**src/rtl/core/nnvl_ram.sv**
```systemverilog
// Generic simple dual-port RAM with one write port and a registered read port.
`timescale 1ns / 1ps

module nnvl_ram #(
  parameter int Width = 8,
  parameter int Depth = 16,
  localparam int AddrW = (Depth > 1) ? $clog2(Depth) : 1
) (
  input  logic             clk,
  input  logic             we,
  input  logic [AddrW-1:0] waddr,
  input  logic [Width-1:0] wdata,
  input  logic [AddrW-1:0] raddr,
  output logic [Width-1:0] rdata
);

  logic [Width-1:0] mem [Depth];

  // Write on enable; the read data is registered
  always_ff @(posedge clk) begin
    if (we) begin
      mem[waddr] <= wdata;
    end
    rdata <= mem[raddr];
  end

endmodule

```
**config.mk**
```make
export PLATFORM = sky130hd
export DESIGN_NAME = nnvl_ram
export DESIGN_NICKNAME = d
export VERILOG_FILES = /design/src/rtl/core/nnvl_ram.sv
export SDC_FILE = /design/constraint.sdc
export NUM_CORES = 1
export LEC_CHECK = 0
export BUFFER_PORTS_ARGS = -buffer_cell sky130_fd_sc_hd__buf_2
export CAP_MARGIN = 10
export CELL_PAD_IN_SITES_DETAIL_PLACEMENT = 0
export CELL_PAD_IN_SITES_GLOBAL_PLACEMENT = 1
export CORE_AREA = 4 4 109 111
export DETAILED_ROUTE_END_ITERATION = 7
export DIE_AREA = 0 0 113 115
export PLACE_DENSITY_LB_ADDON = 0.05
export SETUP_SLACK_MARGIN = 0.15
export SYNTH_ARGS = -nofsm -noshare
export SYNTH_HDL_FRONTEND = slang
export SYNTH_SLANG_ARGS = --single-unit
```
**constraint.sdc**
```tcl
create_clock -name clk -period 1.6 [get_ports clk]
set_input_delay 0.24 -clock clk [delete_from_list [all_inputs] [get_ports clk]]
set_output_delay 0.24 -clock clk [all_outputs]
set_load 0.005 [all_outputs]
```
==> summary.txt <==
Routing
  – DR vias/cell: 5.59
  – Post-DR wirelength/cell: 23.0 um
  – DRT Wirelength: 10.1 mm
  – Drc violations: 0
  – Drt pass-1 iters: 5
  – Vias: 2,454
  – Post-route ant nets: 0
  – Initial DRC Count: 140

STA
  – Slew Limit Headroom: 39.8%
  – Final hold violation count: 0
  – Setup violators final: 0
  – RSZ-0062 raised after global routing: no
  – Final clock skew: 6.05 ps
  – Worst slew pin tran: 901 ps
  – Max frequency: 0.715 GHz
  – Min Tclk post-route: 1400 ps
  – Period utilization: 87.4%
  – Slew Limit Fails: 0

Placement
  – Routability congestion estimate: 0.714
  – HPWL Detailed: 6.34 mm
  – IO buf count: 25
  – Placed cells: 407

Yosys
  – Syn Nets: 247
  – Share of the synthesized area in the top cell type: 74.7%
  – Synthesized cell area: 5150 um^2
  – Seq cells post-synth: 136
  – Leading area contributor after synthesis: edfxtp_1
  – Synth Instances: 229
  – Avg Inst Size Synth: 22.5 um^2
  – Ys Warns: 0
  – Largest cells by area after synthesis: edfxtp_1 75%, mux4_2 7.9%, mux4_1 7.1%, dfxtp_1 3.1%, a22oi_1 2.3%
  – Seq/Total Area, Yosys: 77.8%
  – Post-synthesis cell type count: 19

Floorplan
  – Initial core utilization: 47.7%
  – Placement Rows: 38
  – Io pins: 26
  – Die Height: 115 um
  – DIE WIDTH: 113 um
  – Area of the die: 13,000 um^2
  – Core ar.: 10,800 um^2

Pwr
  – Peak supply drop: 677 uV
  – LEAKAGE: 0.00213 uW
  – Tot Pwr: 8580 uW
  – PwrDens: 1380 nW/um^2

Finish
  – Most frequent cells in the layout: 128 x edfxtp_1, 25 x buf_2, 20 x buf_4
  – Syn-to-layout area delta: 21.0%
  – Share of layout cells above drive strength 1: 32.4%
  – Final cell count without fillers: 439
  – Commonest non-fill, non-tap cell in the layout: edfxtp_1
  – N_diodes: 0
  – NumNets Final: 304

Global route
  – M1 GR Usage: 24.7%
  – Grt met2 use: 26.0%
  – Largest net degree at the start of global routing: 21
  – Initial antenna violation count: 0
  – GRT overflow: 0
  – All-Layer GR Usage: 17.2%
  – First-pass GRT wire length: 15.7 mm
  – GR Util met3: 4.26%
  – Grt peak-use layer: met2
  – Vias in the first global route: 2,564

Worst setup path
  – CP max FO: 1
  – Worst Setup End Kind: flip-flop
  – Critical path required time: 1980 ps
  – CP Launch Type: flip-flop
  – CP arrival: 1780 ps
  – Kind of critical path: reg -> reg

Clock tree
  – Clock insertion delay at the later pin of the skew report: 510 ps
  – CTS tree: built
  – CTS clk-pin slew, worst paths: 60 ps
  – CTS Buffer Depth: 2
  – H-tree depth reported by CTS: 4
  – Num Clock Sinks: 136
  – Root Buffer: clkbuf_8
  – CTS Buf Count: 17

Run status
  – Status: complete, no violations

Min path
  – Worst hold-check path type: in -> reg

Flow run
  – Max Cap Viol: 0
==> cells by family (layout without fill, tap and decap cells) <==
family / count (synthesis) / after routing / share of synthesized area [%]
flops: 136 / 136 / 77.8
simple gates: 35 / 35 / 3.18
compound gates: 16 / 16 / 2.33
buf+inv: 10 / 80 / 1.68
mux: 32 / 32 / 15.0
==> state kept, by name, summed over array words and instances, names as in the netlist <==
register and flops:
mem 128, rdata 8
==> stage by stage <==
| stage | util (%) | cell area [um^2] | TNS [ps] | setup slack [ps] | hold WS [ps] |
|---|---|---|---|---|---|
| finish | 57.7 | 6230 | 0 | 202 | 115 |
| global route | 57.7 | 6230 | 0 | 161 | 99.6 |
| CTS | 57.7 | 6230 | 0 | 189 | 90.7 |
| detailed placement | 51.7 | 5580 | -399 | -109 | 621 |
| global placement | 51.7 | 5580 | -269 | -86.7 | 619 |
| floorplan | - | 5150 | 0 | 93.9 | 339 |
==> cell type report <==
| cell class | instances | area [um^2] |
|---|---|---|
| repair buffers | 48 | 335 |
| clock buffers | 17 | 414 |
| multi-input cells | 83 | 1070 |
| fillers | 799 | 4570 |
| well taps | 140 | 175 |
| clock inverters | 15 | 231 |
| flip-flops and latches | 136 | 4000 |
==> metal layers <==
| layer | routed length, um | part of all wire (%) |
|---|---|---|
| met1 | 4740 | 47 |
| met2 | 4860 | 48 |
| met3 | 354 | 3.5 |
| met4 | 149 | 1.5 |
| met5 | 0 | 0 |
==> power by group <==
| group | leakage [uW] | total, uW | internal [uW] | switching [uW] |
|---|---|---|---|---|
| sequential | 0.00122 | 4000 | 3980 | 20.8 |
| combinational | 0.000606 | 379 | 169 | 209 |
| clock | 0.000304 | 4190 | 2820 | 1370 |
==> synthesized netlist by cell type, drive strengths merged <==
cell type / number
nand2: 9
nor2b: 1
edfxtp: 128
dfxtp: 8
nand3b: 2
a22oi: 16
buf: 7
nand3: 1
mux4: 32
nor2: 13
and2b: 1
or3b: 1
clkdlybuf4s25: 3
nor3: 4
nand2b: 2
and2: 1
==> critical path, cell delays in order, from the launching register on <==
cell and delay, ps:
edfxtp_1 350, mux4_1 510, a22oi_1 290, nand2_1 120
==> worst paths after layout <==
kind | from | endpoint | cells past startpoint | slack, ps
hold reg to reg | mem[14][7] | rdata[7] | 3 | 670
setup / recovery | mem[1][5] | rdata[5] | 3 | 200
hold / removal | wdata[6] | mem[3][6] | 1 | 110
setup reg to reg | mem[1][5] | rdata[5] | 3 | 200
==> timing repair <==
action	4_1_cts	5_1_grt
buffers inserted	0	0
hold buffers	0	0
gates resized for setup	1	0
setup endpoints to repair	1	0
Power figures use the tool's default switching activity.
